### config.mk
export PLATFORM = sky130hd
export DESIGN_NAME = keyword_lexer_tokenizer_core
export DESIGN_NICKNAME = d
export VERILOG_FILES = /design/src/hw/rtl/kltok_pkg.sv /design/src/hw/rtl/kltok_kw_match.sv /design/src/hw/rtl/kltok_scanner.sv /design/src/hw/rtl/kltok_result_buf.sv /design/src/hw/rtl/keyword_lexer_tokenizer_core.sv
export SDC_FILE = /design/constraint.sdc
export NUM_CORES = 1
export LEC_CHECK = 0
export ABC_AREA = 1
export ABC_CLOCK_PERIOD_IN_PS = 6100
export BUFFER_PORTS_ARGS = -buffer_cell sky130_fd_sc_hd__clkbuf_2
export CORE_UTILIZATION = 62
export DETAILED_ROUTE_END_ITERATION = 10
export HOLD_SLACK_MARGIN = 0.06
export PLACE_DENSITY = 0.89
export SETUP_SLACK_MARGIN = 0.5
export SYNTH_ARGS = -nofsm -noshare
export SYNTH_HDL_FRONTEND = slang
export SYNTH_SLANG_ARGS = --single-unit
### constraint.sdc
create_clock -name aclk -period 6.1 [get_ports aclk]
set_input_delay 0.305 -clock aclk [delete_from_list [all_inputs] [get_ports aclk]]
set_output_delay 0.305 -clock aclk [all_outputs]
set_load 0.01 [all_outputs]
### src/hw/rtl/kltok_pkg.sv
// Shared types and constants for the keyword lexer tokenizer.
// Used by every module of the block; it depends on nothing else.
`default_nettype none

package kltok_pkg;

    localparam int BYTE_W         = 8;
    localparam int KIND_W         = 5;
    localparam int TOKEN_START_W  = 32;
    localparam int TOKEN_LENGTH_W = 16;
    localparam int KW_BYTES       = 6;
    localparam int KW_IDX_W       = 3;
    localparam int KW_COUNT       = 12;

    typedef enum logic [2:0] {
        MODE_IDLE       = 3'd0,
        MODE_IDENT      = 3'd1,
        MODE_NUMBER     = 3'd2,
        MODE_MINUS      = 3'd3,
        MODE_SLASH      = 3'd4,
        MODE_LINE       = 3'd5,
        MODE_BLOCK      = 3'd6,
        MODE_BLOCK_STAR = 3'd7
    } mode_t;

    localparam logic [KIND_W-1:0] KIND_IDENT   = 5'd0;
    localparam logic [KIND_W-1:0] KIND_PUB     = 5'd1;
    localparam logic [KIND_W-1:0] KIND_FN      = 5'd2;
    localparam logic [KIND_W-1:0] KIND_STRUCT  = 5'd3;
    localparam logic [KIND_W-1:0] KIND_ENUM    = 5'd4;
    localparam logic [KIND_W-1:0] KIND_IMPL    = 5'd5;
    localparam logic [KIND_W-1:0] KIND_IF      = 5'd6;
    localparam logic [KIND_W-1:0] KIND_ELSE    = 5'd7;
    localparam logic [KIND_W-1:0] KIND_FOR     = 5'd8;
    localparam logic [KIND_W-1:0] KIND_INT     = 5'd9;
    localparam logic [KIND_W-1:0] KIND_PLUS    = 5'd10;
    localparam logic [KIND_W-1:0] KIND_MINUS   = 5'd11;
    localparam logic [KIND_W-1:0] KIND_STAR    = 5'd12;
    localparam logic [KIND_W-1:0] KIND_SLASH   = 5'd13;
    localparam logic [KIND_W-1:0] KIND_SEMI    = 5'd14;
    localparam logic [KIND_W-1:0] KIND_COLON   = 5'd15;
    localparam logic [KIND_W-1:0] KIND_LPAR    = 5'd16;
    localparam logic [KIND_W-1:0] KIND_RPAR    = 5'd17;
    localparam logic [KIND_W-1:0] KIND_LCURL   = 5'd18;
    localparam logic [KIND_W-1:0] KIND_RCURL   = 5'd19;
    localparam logic [KIND_W-1:0] KIND_ARROW   = 5'd20;
    localparam logic [KIND_W-1:0] KIND_CHAR    = 5'd21;
    localparam logic [KIND_W-1:0] KIND_I32     = 5'd22;
    localparam logic [KIND_W-1:0] KIND_RET     = 5'd23;
    localparam logic [KIND_W-1:0] KIND_UNKNOWN = 5'd24;

    localparam logic [BYTE_W-1:0] CH_TAB        = 8'h09;
    localparam logic [BYTE_W-1:0] CH_LF         = 8'h0A;
    localparam logic [BYTE_W-1:0] CH_CR         = 8'h0D;
    localparam logic [BYTE_W-1:0] CH_SPACE      = 8'h20;
    localparam logic [BYTE_W-1:0] CH_LPAR       = 8'h28;
    localparam logic [BYTE_W-1:0] CH_RPAR       = 8'h29;
    localparam logic [BYTE_W-1:0] CH_STAR       = 8'h2A;
    localparam logic [BYTE_W-1:0] CH_PLUS       = 8'h2B;
    localparam logic [BYTE_W-1:0] CH_MINUS      = 8'h2D;
    localparam logic [BYTE_W-1:0] CH_SLASH      = 8'h2F;
    localparam logic [BYTE_W-1:0] CH_DIGIT_0    = 8'h30;
    localparam logic [BYTE_W-1:0] CH_DIGIT_9    = 8'h39;
    localparam logic [BYTE_W-1:0] CH_COLON      = 8'h3A;
    localparam logic [BYTE_W-1:0] CH_SEMI       = 8'h3B;
    localparam logic [BYTE_W-1:0] CH_GT         = 8'h3E;
    localparam logic [BYTE_W-1:0] CH_UPPER_A    = 8'h41;
    localparam logic [BYTE_W-1:0] CH_UPPER_Z    = 8'h5A;
    localparam logic [BYTE_W-1:0] CH_UNDERSCORE = 8'h5F;
    localparam logic [BYTE_W-1:0] CH_LOWER_A    = 8'h61;
    localparam logic [BYTE_W-1:0] CH_LOWER_Z    = 8'h7A;
    localparam logic [BYTE_W-1:0] CH_LCURL      = 8'h7B;
    localparam logic [BYTE_W-1:0] CH_RCURL      = 8'h7D;

    // Keyword text, first character in the lowest byte, unused bytes zero.
    localparam logic [KW_BYTES*BYTE_W-1:0] KW_TEXT [KW_COUNT] = '{
        {8'h00, 8'h00, 8'h00, 8'h00, "n", "f"},
        {8'h00, 8'h00, 8'h00, "b", "u", "p"},
        {"t", "c", "u", "r", "t", "s"},
        {8'h00, 8'h00, "m", "u", "n", "e"},
        {8'h00, 8'h00, "l", "p", "m", "i"},
        {8'h00, 8'h00, 8'h00, 8'h00, "f", "i"},
        {8'h00, 8'h00, "e", "s", "l", "e"},
        {8'h00, 8'h00, 8'h00, "r", "o", "f"},
        {8'h00, 8'h00, "r", "a", "h", "c"},
        {8'h00, 8'h00, 8'h00, "2", "3", "i"},
        {8'h00, 8'h00, 8'h00, "t", "e", "r"},
        {"n", "r", "u", "t", "e", "r"}
    };

    localparam logic [KW_IDX_W-1:0] KW_LEN [KW_COUNT] = '{
        3'd2, 3'd3, 3'd6, 3'd4, 3'd4, 3'd2, 3'd4, 3'd3, 3'd4, 3'd3, 3'd3, 3'd6
    };

    localparam logic [KIND_W-1:0] KW_KIND [KW_COUNT] = '{
        KIND_FN, KIND_PUB, KIND_STRUCT, KIND_ENUM, KIND_IMPL, KIND_IF,
        KIND_ELSE, KIND_FOR, KIND_CHAR, KIND_I32, KIND_RET, KIND_RET
    };

    typedef struct packed {
        logic                             short_len;
        logic [KW_IDX_W-1:0]              len;
        logic [KW_BYTES-1:0][BYTE_W-1:0]  text;
    } kw_query_t;

    typedef struct packed {
        logic [KIND_W-1:0]         kind;
        logic [TOKEN_START_W-1:0]  start;
        logic [TOKEN_LENGTH_W-1:0] length;
        logic                      last;
    } token_t;

    typedef struct packed {
        logic [1:0] count;
        token_t     tok0;
        token_t     tok1;
    } res_load_t;

endpackage

`default_nettype wire

### src/hw/rtl/kltok_kw_match.sv
// Parallel keyword compare over the six-byte identifier buffer.
// Depends on kltok_pkg for the keyword table and the query type.
`default_nettype none

module kltok_kw_match (
    input  kltok_pkg::kw_query_t                  query,
    output logic [kltok_pkg::KIND_W-1:0]          kind
);

    always_comb begin
        logic hit;
        kind = kltok_pkg::KIND_IDENT;
        // Walk backward so that the first table entry that matches wins.
        for (int k = kltok_pkg::KW_COUNT - 1; k >= 0; k--) begin
            hit = query.short_len && (query.len == kltok_pkg::KW_LEN[k]);
            for (int i = 0; i < kltok_pkg::KW_BYTES; i++) begin
                if ((kltok_pkg::KW_IDX_W'(i) < kltok_pkg::KW_LEN[k]) &&
                    (query.text[i] != kltok_pkg::KW_TEXT[k][i*kltok_pkg::BYTE_W +:
                                                             kltok_pkg::BYTE_W])) begin
                    hit = 1'b0;
                end
            end
            if (hit) begin
                kind = kltok_pkg::KW_KIND[k];
            end
        end
    end

endmodule

`default_nettype wire

### src/hw/rtl/kltok_scanner.sv
// Lexer state registers and the per-byte scan logic that forms up to two tokens.
// Depends on kltok_pkg and instantiates kltok_kw_match twice.
`default_nettype none

module kltok_scanner #(
    parameter int POSITION_BITS = 32,
    parameter int LENGTH_BITS   = 16
) (
    input  logic                             aclk,
    input  logic                             aresetn,
    input  logic                             en,
    input  logic [kltok_pkg::BYTE_W-1:0]     text_byte,
    input  logic                             end_of_text,
    output kltok_pkg::res_load_t             load
);

    localparam int StartW = kltok_pkg::TOKEN_START_W;
    localparam int LenW   = kltok_pkg::TOKEN_LENGTH_W;
    localparam int KwB    = kltok_pkg::KW_BYTES;
    localparam int ByteW  = kltok_pkg::BYTE_W;

    kltok_pkg::mode_t                   mode_reg, mode_next, mode_mid;
    logic [KwB-1:0][ByteW-1:0]          kwbuf_reg, kwbuf_next;
    logic [POSITION_BITS-1:0]           start_reg, start_next;
    logic [POSITION_BITS-1:0]           pos_reg, pos_next;
    logic [LENGTH_BITS-1:0]             len_reg, len_next, len_grown;

    kltok_pkg::kw_query_t               q_cur, q_new;
    logic [kltok_pkg::KIND_W-1:0]       kind_cur, kind_new;

    logic                               is_alpha, is_digit, is_space, is_word;
    kltok_pkg::mode_t                   beg_mode;
    logic                               beg_emit;
    logic [kltok_pkg::KIND_W-1:0]       beg_kind;

    logic                               pend_v, begin_v, flush_v, do_begin;
    kltok_pkg::token_t                  pend_tok, begin_tok, flush_tok;

    assign is_alpha = (text_byte inside {[kltok_pkg::CH_LOWER_A:kltok_pkg::CH_LOWER_Z],
                                         [kltok_pkg::CH_UPPER_A:kltok_pkg::CH_UPPER_Z]});
    assign is_digit = (text_byte inside {[kltok_pkg::CH_DIGIT_0:kltok_pkg::CH_DIGIT_9]});
    assign is_space = (text_byte inside {kltok_pkg::CH_SPACE,
                                         [kltok_pkg::CH_TAB:kltok_pkg::CH_CR]});
    assign is_word  = is_alpha || is_digit || (text_byte == kltok_pkg::CH_UNDERSCORE);

    assign len_grown = (&len_reg) ? len_reg : len_reg + LENGTH_BITS'(1);

    assign q_cur.short_len = (len_reg <= LENGTH_BITS'(KwB));
    assign q_cur.len       = len_reg[kltok_pkg::KW_IDX_W-1:0];
    assign q_cur.text      = kwbuf_reg;
    assign q_new.short_len = (len_next <= LENGTH_BITS'(KwB));
    assign q_new.len       = len_next[kltok_pkg::KW_IDX_W-1:0];
    assign q_new.text      = kwbuf_next;

    kltok_kw_match u_kw_cur (
        .query (q_cur),
        .kind  (kind_cur)
    );

    kltok_kw_match u_kw_new (
        .query (q_new),
        .kind  (kind_new)
    );

    // Effect of a byte that opens a new token.
    always_comb begin
        beg_mode = kltok_pkg::MODE_IDLE;
        beg_emit = 1'b0;
        beg_kind = kltok_pkg::KIND_UNKNOWN;
        if (is_space) begin
            beg_mode = kltok_pkg::MODE_IDLE;
        end else if (is_alpha || text_byte == kltok_pkg::CH_UNDERSCORE) begin
            beg_mode = kltok_pkg::MODE_IDENT;
        end else if (is_digit) begin
            beg_mode = kltok_pkg::MODE_NUMBER;
        end else if (text_byte == kltok_pkg::CH_MINUS) begin
            beg_mode = kltok_pkg::MODE_MINUS;
        end else if (text_byte == kltok_pkg::CH_SLASH) begin
            beg_mode = kltok_pkg::MODE_SLASH;
        end else begin
            beg_emit = 1'b1;
            case (text_byte)
                kltok_pkg::CH_PLUS:  beg_kind = kltok_pkg::KIND_PLUS;
                kltok_pkg::CH_STAR:  beg_kind = kltok_pkg::KIND_STAR;
                kltok_pkg::CH_SEMI:  beg_kind = kltok_pkg::KIND_SEMI;
                kltok_pkg::CH_COLON: beg_kind = kltok_pkg::KIND_COLON;
                kltok_pkg::CH_LPAR:  beg_kind = kltok_pkg::KIND_LPAR;
                kltok_pkg::CH_RPAR:  beg_kind = kltok_pkg::KIND_RPAR;
                kltok_pkg::CH_LCURL: beg_kind = kltok_pkg::KIND_LCURL;
                kltok_pkg::CH_RCURL: beg_kind = kltok_pkg::KIND_RCURL;
                default:             beg_kind = kltok_pkg::KIND_UNKNOWN;
            endcase
        end
    end

    // Byte handling in the current mode.
    always_comb begin
        mode_mid   = mode_reg;
        kwbuf_next = kwbuf_reg;
        start_next = start_reg;
        len_next   = len_reg;
        pos_next   = en ? pos_reg + POSITION_BITS'(1) : pos_reg;
        pend_v     = 1'b0;
        pend_tok   = '0;
        do_begin   = 1'b0;
        begin_v    = 1'b0;
        begin_tok  = '0;
        if (en) begin
            case (mode_reg)
                kltok_pkg::MODE_IDENT: begin
                    if (is_word) begin
                        if (len_reg < LENGTH_BITS'(KwB)) begin
                            kwbuf_next[len_reg[kltok_pkg::KW_IDX_W-1:0]] = text_byte;
                        end
                        len_next = len_grown;
                    end else begin
                        pend_v   = 1'b1;
                        pend_tok = '{kind_cur, StartW'(start_reg), LenW'(len_reg), 1'b0};
                        do_begin = 1'b1;
                    end
                end
                kltok_pkg::MODE_NUMBER: begin
                    if (is_digit) begin
                        len_next = len_grown;
                    end else begin
                        pend_v   = 1'b1;
                        pend_tok = '{kltok_pkg::KIND_INT, StartW'(start_reg),
                                     LenW'(len_reg), 1'b0};
                        do_begin = 1'b1;
                    end
                end
                kltok_pkg::MODE_MINUS: begin
                    mode_mid = kltok_pkg::MODE_IDLE;
                    pend_v   = 1'b1;
                    if (text_byte == kltok_pkg::CH_GT) begin
                        pend_tok = '{kltok_pkg::KIND_ARROW, StartW'(start_reg),
                                     LenW'(2), 1'b0};
                    end else begin
                        pend_tok = '{kltok_pkg::KIND_MINUS, StartW'(start_reg),
                                     LenW'(1), 1'b0};
                        do_begin = 1'b1;
                    end
                end
                kltok_pkg::MODE_SLASH: begin
                    if (text_byte == kltok_pkg::CH_STAR) begin
                        mode_mid = kltok_pkg::MODE_BLOCK;
                    end else if (text_byte == kltok_pkg::CH_SLASH) begin
                        mode_mid = kltok_pkg::MODE_LINE;
                    end else begin
                        pend_v   = 1'b1;
                        pend_tok = '{kltok_pkg::KIND_SLASH, StartW'(start_reg),
                                     LenW'(1), 1'b0};
                        do_begin = 1'b1;
                    end
                end
                kltok_pkg::MODE_LINE: begin
                    if (text_byte == kltok_pkg::CH_LF || text_byte == kltok_pkg::CH_CR) begin
                        mode_mid = kltok_pkg::MODE_IDLE;
                    end
                end
                kltok_pkg::MODE_BLOCK: begin
                    if (text_byte == kltok_pkg::CH_STAR) begin
                        mode_mid = kltok_pkg::MODE_BLOCK_STAR;
                    end
                end
                kltok_pkg::MODE_BLOCK_STAR: begin
                    if (text_byte == kltok_pkg::CH_SLASH) begin
                        mode_mid = kltok_pkg::MODE_IDLE;
                    end else if (text_byte != kltok_pkg::CH_STAR) begin
                        mode_mid = kltok_pkg::MODE_BLOCK;
                    end
                end
                default: begin
                    do_begin = 1'b1;
                end
            endcase
            if (do_begin) begin
                mode_mid   = beg_mode;
                start_next = pos_reg;
                len_next   = LENGTH_BITS'(1);
                if (beg_mode == kltok_pkg::MODE_IDENT) begin
                    kwbuf_next[0] = text_byte;
                end
                begin_v   = beg_emit;
                begin_tok = '{beg_kind, StartW'(pos_reg), LenW'(1), 1'b0};
            end
        end
    end

    // End of text flushes whatever token is still open.
    always_comb begin
        flush_v   = 1'b0;
        flush_tok = '0;
        mode_next = mode_mid;
        if (en && end_of_text) begin
            mode_next = kltok_pkg::MODE_IDLE;
            case (mode_mid)
                kltok_pkg::MODE_IDENT: begin
                    flush_v   = 1'b1;
                    flush_tok = '{kind_new, StartW'(start_next), LenW'(len_next), 1'b0};
                end
                kltok_pkg::MODE_NUMBER: begin
                    flush_v   = 1'b1;
                    flush_tok = '{kltok_pkg::KIND_INT, StartW'(start_next),
                                  LenW'(len_next), 1'b0};
                end
                kltok_pkg::MODE_MINUS: begin
                    flush_v   = 1'b1;
                    flush_tok = '{kltok_pkg::KIND_MINUS, StartW'(start_next),
                                  LenW'(1), 1'b0};
                end
                kltok_pkg::MODE_SLASH: begin
                    flush_v   = 1'b1;
                    flush_tok = '{kltok_pkg::KIND_SLASH, StartW'(start_next),
                                  LenW'(1), 1'b0};
                end
                default: begin
                    flush_v = 1'b0;
                end
            endcase
        end
    end

    // Order is pending token, then the token the byte opens, then the flush.
    always_comb begin
        load.count = {1'b0, pend_v} + {1'b0, begin_v} + {1'b0, flush_v};
        load.tok0  = flush_tok;
        load.tok1  = flush_tok;
        if (pend_v) begin
            load.tok0 = pend_tok;
            load.tok1 = begin_v ? begin_tok : flush_tok;
        end else if (begin_v) begin
            load.tok0 = begin_tok;
        end
        load.tok0.last = (load.count == 2'd1);
        load.tok1.last = 1'b1;
    end

    always_ff @(posedge aclk) begin
        if (!aresetn) begin
            mode_reg  <= kltok_pkg::MODE_IDLE;
            start_reg <= '0;
            len_reg   <= '0;
            pos_reg   <= '0;
        end else begin
            mode_reg  <= mode_next;
            start_reg <= start_next;
            len_reg   <= len_next;
            pos_reg   <= pos_next;
        end
    end

    always_ff @(posedge aclk) begin
        kwbuf_reg <= kwbuf_next;
    end

endmodule

`default_nettype wire

### src/hw/rtl/kltok_result_buf.sv
// Two-entry result register that holds the tokens of one byte and hands them out in order.
// Depends on kltok_pkg for the token and load types.
`default_nettype none

module kltok_result_buf (
    input  logic                                   aclk,
    input  logic                                   aresetn,
    input  logic                                   load_en,
    input  kltok_pkg::res_load_t                   load,
    output logic                                   can_load,
    output logic                                   m_valid,
    input  logic                                   m_ready,
    output logic [kltok_pkg::KIND_W-1:0]           m_token_kind,
    output logic [kltok_pkg::TOKEN_START_W-1:0]    m_token_start,
    output logic [kltok_pkg::TOKEN_LENGTH_W-1:0]   m_token_length,
    output logic                                   m_last_of_run
);

    logic [1:0]          count_reg, count_next;
    kltok_pkg::token_t   slot0_reg, slot0_next;
    kltok_pkg::token_t   slot1_reg, slot1_next;

    assign can_load = (count_reg == 2'd0) || (count_reg == 2'd1 && m_ready);

    assign m_valid        = (count_reg != 2'd0);
    assign m_token_kind   = slot0_reg.kind;
    assign m_token_start  = slot0_reg.start;
    assign m_token_length = slot0_reg.length;
    assign m_last_of_run  = slot0_reg.last;

    always_comb begin
        count_next = count_reg;
        slot0_next = slot0_reg;
        slot1_next = slot1_reg;
        if (load_en) begin
            count_next = load.count;
            slot0_next = load.tok0;
            slot1_next = load.tok1;
        end else if (m_valid && m_ready) begin
            count_next = count_reg - 2'd1;
            slot0_next = slot1_reg;
        end
    end

    always_ff @(posedge aclk) begin
        if (!aresetn) begin
            count_reg <= 2'd0;
        end else begin
            count_reg <= count_next;
        end
    end

    always_ff @(posedge aclk) begin
        slot0_reg <= slot0_next;
        slot1_reg <= slot1_next;
    end

endmodule

`default_nettype wire

### src/hw/rtl/keyword_lexer_tokenizer_core.sv
// Top level of the keyword lexer tokenizer: input register, scanner and result register.
// Depends on kltok_pkg, kltok_scanner and kltok_result_buf.
//
//   Channel  Direction  Handshake           Carries
//   s_       in         s_valid / s_ready   one source byte and its end-of-text flag
//   m_       out        m_valid / m_ready   one token: kind, start, length, last_of_run
//
// A byte is held in the input register and scanned once the result register can take its
// tokens; its first token is then presented from the result register.
// One byte per cycle is sustained while each byte yields at most one token and m_ready stays
// high; a byte that yields two tokens stalls the scan while both wait to be taken.
// The scan advances when the two-entry result register is empty or its one token is taken.
// Reset is synchronous and active low; the identifier buffer is not reset.
`default_nettype none

module keyword_lexer_tokenizer_core #(
    parameter int POSITION_BITS = 32,
    parameter int LENGTH_BITS   = 16
) (
    input  logic                                   aclk,
    input  logic                                   aresetn,
    input  logic                                   s_valid,
    output logic                                   s_ready,
    input  logic [kltok_pkg::BYTE_W-1:0]           s_text_byte,
    input  logic                                   s_end_of_text,
    output logic                                   m_valid,
    input  logic                                   m_ready,
    output logic [kltok_pkg::KIND_W-1:0]           m_token_kind,
    output logic [kltok_pkg::TOKEN_START_W-1:0]    m_token_start,
    output logic [kltok_pkg::TOKEN_LENGTH_W-1:0]   m_token_length,
    output logic                                   m_last_of_run
);

    logic                              in_valid_reg, in_valid_next;
    logic [kltok_pkg::BYTE_W-1:0]      in_byte_reg;
    logic                              in_eot_reg;
    logic                              advance, can_load;
    kltok_pkg::res_load_t              load;

    assign advance       = in_valid_reg && can_load;
    assign s_ready       = !in_valid_reg || advance;
    assign in_valid_next = s_ready ? s_valid : in_valid_reg;

    always_ff @(posedge aclk) begin
        if (!aresetn) begin
            in_valid_reg <= 1'b0;
        end else begin
            in_valid_reg <= in_valid_next;
        end
    end

    always_ff @(posedge aclk) begin
        if (s_valid && s_ready) begin
            in_byte_reg <= s_text_byte;
            in_eot_reg  <= s_end_of_text;
        end
    end

    kltok_scanner #(
        .POSITION_BITS (POSITION_BITS),
        .LENGTH_BITS   (LENGTH_BITS)
    ) u_scanner (
        .aclk        (aclk),
        .aresetn     (aresetn),
        .en          (advance),
        .text_byte   (in_byte_reg),
        .end_of_text (in_eot_reg),
        .load        (load)
    );

    kltok_result_buf u_result_buf (
        .aclk           (aclk),
        .aresetn        (aresetn),
        .load_en        (advance),
        .load           (load),
        .can_load       (can_load),
        .m_valid        (m_valid),
        .m_ready        (m_ready),
        .m_token_kind   (m_token_kind),
        .m_token_start  (m_token_start),
        .m_token_length (m_token_length),
        .m_last_of_run  (m_last_of_run)
    );

`ifndef SYNTHESIS
    a_stalled_byte_holds: assert property (@(posedge aclk) disable iff (!aresetn)
        (in_valid_reg && !advance) |=> (in_valid_reg && $stable(in_byte_reg)))
        else $error("A stalled source byte was lost or changed.");

    a_second_token_follows: assert property (@(posedge aclk) disable iff (!aresetn)
        (m_valid && m_ready && !m_last_of_run) |=> m_valid)
        else $error("A token that is not the last of its run had no successor.");

    a_token_length_nonzero: assert property (@(posedge aclk) disable iff (!aresetn)
        m_valid |-> (m_token_length != '0))
        else $error("A token was presented with zero length.");

    a_no_load_while_full: assert property (@(posedge aclk) disable iff (!aresetn)
        (m_valid && !m_ready && !m_last_of_run) |-> !advance)
        else $error("The scan stage advanced while two tokens were still waiting.");
`endif

endmodule

`default_nettype wire

Yosys cells after proc, flatten, opt, wreduce, memory -nomap -nowiden
Cells that the tools add are included.
{"block": "word_totals", "reg_bits": 250, "output_inout_bits": 56, "inputBits": 13, "word_cells": 360}
{"block": "op_classes", "eq_ne": 106, "reduce_logical": 34, "order_cmp": 13, "n_bitwise": 1, "muxes": 180, "add_sub_neg": 5}
{"operator": "two-way mux 54 bit", "n": 10}
{"operator": "inequality test 8 x 7 -> 1 bit (second input constant)", "n": 64}
{"operator": "one-hot mux 54 bit (4 select lines)", "n": 2}
{"operator": "two-way mux 48 bit", "n": 4}
{"operator": "two-way mux 5 bit", "n": 29}
{"operator": "two-way mux 53 bit", "n": 2}
{"operator": "two-way mux 1 bit", "n": 101}
{"operator": "== test 8 x 6 -> 1 bit (second input constant)", "n": 10}
{"operator": "two-way mux 16 bit", "n": 5}
{"operator": "two-way mux 32 bit", "n": 2}
{"operator": "bitwise mux 48 bit", "n": 1}
{"operator": "inequality test 8 x 6 -> 1 bit (second input constant)", "n": 5}
{"operator": "one-hot mux 5 bit (8 select lines)", "n": 1}
{"operator": "two-way mux 3 bit", "n": 13}
{"operator": "adder 32 x 1 -> 32 bit (second input constant)", "n": 1}
{"operator": "<= comparator 16 x 3 -> 1 bit (second input constant)", "n": 2}
{"operator": "one-hot mux 16 bit (2 select lines)", "n": 1}
{"operator": "== test 3 bit (second input constant)", "n": 9}
{"operator": "demux 8 bit (select 3 bit)", "n": 1}
{"operator": "== test 3 x 2 -> 1 bit (second input constant)", "n": 8}
{"operator": "== test 8 x 7 -> 1 bit (second input constant)", "n": 3}
{"operator": "two-way mux 8 bit", "n": 3}
{"operator": "logical AND 1 bit", "n": 18}
{"operator": "adder 16 x 1 -> 16 bit (second input constant)", "n": 1}
{"operator": "28 further kinds", "n": 43}

Depth between registers and ports, before layout
{"block": "logic_depth", "depth_word": 35, "mapped_depth": 29, "depth_no_buf": 28}

Modules after synthesis
From an unflattened synthesis, not the netlist that was laid out.
{"block": "hier_totals", "hier_cells": 1930, "hier_area_um2": 14066.0}
{"mod": "kltok_scanner", "seq_area_each_um2": 2622.5, "cells_per_inst": 1242, "area_each_um2": 7998.9, "n_inst": 1}
{"mod": "kltok_result_buf", "seq_area_each_um2": 3283.1, "cells_per_inst": 308, "area_each_um2": 4082.7, "n_inst": 1}
{"mod": "kltok_kw_match (u_scanner.u_kw_cur)", "seq_area_each_um2": 0.0, "cells_per_inst": 186, "area_each_um2": 845.8, "n_inst": 1}
{"mod": "kltok_kw_match (u_scanner.u_kw_new)", "seq_area_each_um2": 0.0, "cells_per_inst": 176, "area_each_um2": 809.5, "n_inst": 1}
{"mod": "keyword_lexer_tokenizer_core", "seq_area_each_um2": 290.3, "cells_per_inst": 18, "area_each_um2": 329.1, "n_inst": 1}

Worst setup path before layout
OpenSTA, ideal clock, no wires.
{"block": "synth_path", "path_kind": "reg-to-reg", "start": "reg u_result_buf.count_reg[0]", "end": "reg u_result_buf.count_reg[0]", "path_slack_ps": 740, "setup_ps": 132, "path_buffers": 0, "synth_period_minus_slack_ps": 5360, "required_ps": 5968, "t_arrival_ps": 5228, "path_stages_with_launch": 8, "path_cell_list": "dfxtp_1 inv_1 ha_1 inv_1 o21ai_0 o211ai_1 o211ai_1 inv_1"}
{"block": "synth_via", "elab_cells_between_ends": 24, "classes_between": "add/sub: 3; eq/ne: 5; mux: 7; reduce/logical: 9"}
{"element": "from (decl)", "line_no": "kltok_result_buf.sv:19", "source": "logic [1:0] count_reg, count_next;"}
{"element": "from (signal assigned)", "line_no": "kltok_result_buf.sv:49", "source": "count_reg <= count_next;"}
{"element": "nonzero test 2 bit", "line_no": "kltok_result_buf.sv:25", "source": "assign m_valid = (count_reg != 2'd0);"}
{"element": "named net m_valid", "line_no": "keyword_lexer_tokenizer_core.sv:26", "source": "output logic m_valid,"}
{"element": "logical AND 1 bit", "line_no": "kltok_result_buf.sv:39", "source": "end else if (m_valid && m_ready) begin"}
{"element": "nonzero test 2 bit (no source line)"}
The timed path passes the listed nets, and every way through them passes these cells. The select of a mux whose other input is x is not followed.
A chain may end at the register's enable or synchronous reset.

==> impl_metrics.toml <==
[run_status]
outcome = "finished, final reports clean"

[layout]
stdcell_area_mm2 = 0.0156
synthToLayoutAreaGrowth_pct = 9.44
finish.utilization_pct = 69.0
final_cell_mix = "nand2_1, nor2_1, inv_1"
mostFrequentLayoutCell = "nand2_1"
antenna_cells = 0
nets = 2077
drive_above_1_share_pct = 9.68
largest_reg_flops = 53

[worst_setup_path]
path_buf_inv = 2
cp-end-kind = "register"
critPathKind = "reg2reg"
critPathSlowestCell = "inv_2"
cp_slowest_stage_delay_ns = 0.95
crit_family = "simple AND/OR/NAND/NOR gates"
cpMostUsedCell = "nand3_1"
cp_data_arrival_time_ns = 5.04
worstPathRequired_ns = 6.37
crit_path_cell_trace = "inv_1 > nor2_1 > nand3_1 > nand2_1 > nand2_2 > nor2_4 > nand2_4 > nand2_2 > inv_2 > nor2_1 > nand2_1 > nand2_1 > nor2_1 > nand3_1 > nor2_4 > nand4_1 > nand3_1 > o21bai_1 > nand3_1 > nand3_1 > nand3_1"
crit_fanout = 75
critPathLaunchType = "register"

[die]
num_rows = 55
core_area_mm2 = 0.0226
start_util_pct = 63.0
io_pins = 69
die_x_um = 153
die_h_um = 153
die_area_mm2 = 0.0236

[global_route]
grt_max_degree = 76
antenna_found_initial = 0
grt_pass1_wl_um = 68500
track_usage_pct = 36.9
overflow = 0
grt_pass1_vias = 13000

[power]
pwr-share-seq_pct = 44.6
p_per_area_mw_per_mm2 = 326
p_sw_share_pct = 34.7
p_clk_share_pct = 30.1
power.leakage_nw = 6.59
power.share.combinational_pct = 25.3
intPower_w = 0.00332
switchingPower_w = 0.00176
vdd_drop_max_uv = 359

[clock_network]
cts_root_buffer = "clkbuf_16"
h-tree-depth = 1
clock-sinks = 250
cts_tree = "done"
cts_buffers = 26
post_cts_buffers = 0
cts.clk_slew.worst_paths_ns = 0.06
clockBufferDepth = 3
clk_latency_ns = 0.54

[sta]
fmax_mhz = 210
tightest_slew_ns = 1.19
hold_viol = 0
drv_slew = 0
timing.final.crit_share_pct = 78.2
clock_skew_ns = 0.0269
relSlewSlack_pct = 20.7
rsz0062_at_grt = "no"
setup_violations = 0
fin_crit_ns = 4.77
setup_tns_ns = 0

[routing]
antenna_left = 0
routedWlPerCell_um = 18.3
vias = 14000
routed_wl_um = 43300
drt_iter0_drc = 1482
avgViaCountPerCell = 5.92
dr.pass1.iters = 8
drc = 0

[min_path]
hold_path_class = "in2reg"

[synthesis]
yosysWarnings = 0
synth_edf_count = 116
syn_area_mm2 = 0.0142
ys_ff_latch = 250
avgSynthCellArea_um2 = 7.06
netlist-cell-type-count = 55
ys_async_sr_fraction_pct = 0
netlist.area_leader.share_pct = 24.5
synth_seq_area_share_pct = 43.3
synthCells = 2015
syn_nets = 2036
yosys.area.top_type = "edfxtp_1"
synth_area_leaders = "edfxtp_1, dfxtp_1, nand2_1"
synth_ff_type = "dfxtp_1"

[placed_design]
dp_hpwl_um = 30600
gp_congestion = 0.995
dpl_cell_area_mm2 = 0.0147
port_buffers = 68

[job]
drv_cap = 0
-- cell families after synthesis --
group / after synthesis / share of synthesized area [%]
simple gates: 1100 / 33.9
buf+inv: 376 / 10.4
compound gates: 274 / 11.1
flops: 250 / 43.3
fa+ha+maj: 8 / 0.756
xor+xnor: 7 / 0.431
-- synthesized netlist by cell type (2+ instances only) --
cell type  number
nor4_1         20
nor2_4          6
buf_1           4
o21bai_1        2
buf_4          11
nand4_1        53
nand3_4         2
o21ai_1        31
clkbuf_1       48
nand2_4         5
o21ai_2         9
and3_1          4
a21boi_0        2
o41ai_1         2
nor3_2          4
o31ai_1        21
buf_2           8
o21ai_0       106
inv_1         283
o21a_1          4
edfxtp_1      116
nor2_2          8
nor2_1        307
or2_2           4
inv_2          19
a21oi_1        69
nand3_2         6
xor2_1          6
buf_6           3
nor3_1         43
nand3b_1        2
o221ai_1        8
dfxtp_1       134
o211ai_1        4
ha_1            7
nand2_1       481
nor3b_1         2
o22ai_1         2
nand2_2        16
nand3_1       134
a31oi_1         5
-- per-stage QoR --
step           instances  hold slack [ns]  setup slack [ns]  power (W)
2_1_floorplan       2015            0.404             0.740    0.00311
3_3_place_gp        2303            0.439              1.55    0.00351
3_5_place_dp        2303            0.457              1.57    0.00353
4_1_cts             2361            0.211              1.50    0.00505
5_1_grt             2361            0.291              1.09    0.00528
6_report            2361            0.244              1.33    0.00508
-- per-layer routing --
layer / vias up / global-route usage [%] / share of wire, %
met2: 806 / 57.6 / 44
li1: 6661 / - / -
met5: - / 0 / 0
met1: 6416 / 53.0 / 42
met4: 0 / 11.3 / 3.0
met3: 95 / 5.13 / 11
-- power groups by stage --
stage / Sequential [W] / Combinational (W) / Clock, W
after floorplan: 0.00234 / 0.000763 / 0
after global placement: 0.00228 / 0.00123 / 0
after detailed placement: 0.00229 / 0.00124 / 0
after CTS: 0.00226 / 0.00126 / 0.00154
after global routing: 0.00228 / 0.00139 / 0.00161
final: 0.00226 / 0.00128 / 0.00153
-- path summary, 6_finish.rpt --
| check | to | cells past startpoint | slack [ns] | from |
|---|---|---|---|---|
| setup / recovery | u_result_buf.m_token_kind[0] | 21 | 1.33 | in_byte_reg[1] |
| hold / removal | in_valid_reg | 4 | 0.24 | m_ready |
| setup reg to reg | u_result_buf.m_token_kind[0] | 21 | 1.33 | in_byte_reg[1] |
| hold reg to reg | u_scanner.kwbuf_reg[31] | 2 | 0.47 | u_scanner.kwbuf_reg[31] |
-- cell type report --
type | instances | area (um2)
Clock buffer | 39 | 762
Clock inverter | 9 | 51.3
Fill cell | 1855 | 7000
Inverter | 302 | 1130
Multi-Input combinational cell | 1389 | 6590
Sequential cell | 250 | 6170
Tap cell | 285 | 357
Timing Repair Buffer | 87 | 508
-- tightest hold or removal path, stage by stage --
cell      delay [ns]
clkbuf_2        0.11
a21oi_1         0.14
nand2_1         0.11
a21oi_1         0.07
-- repair_timing --
item,CTS,global route
gates resized for setup,0,0
endpoints found under the hold margin,10,0
hold buffers,10,0
Note: power is estimated with default switching activity, not from simulation.
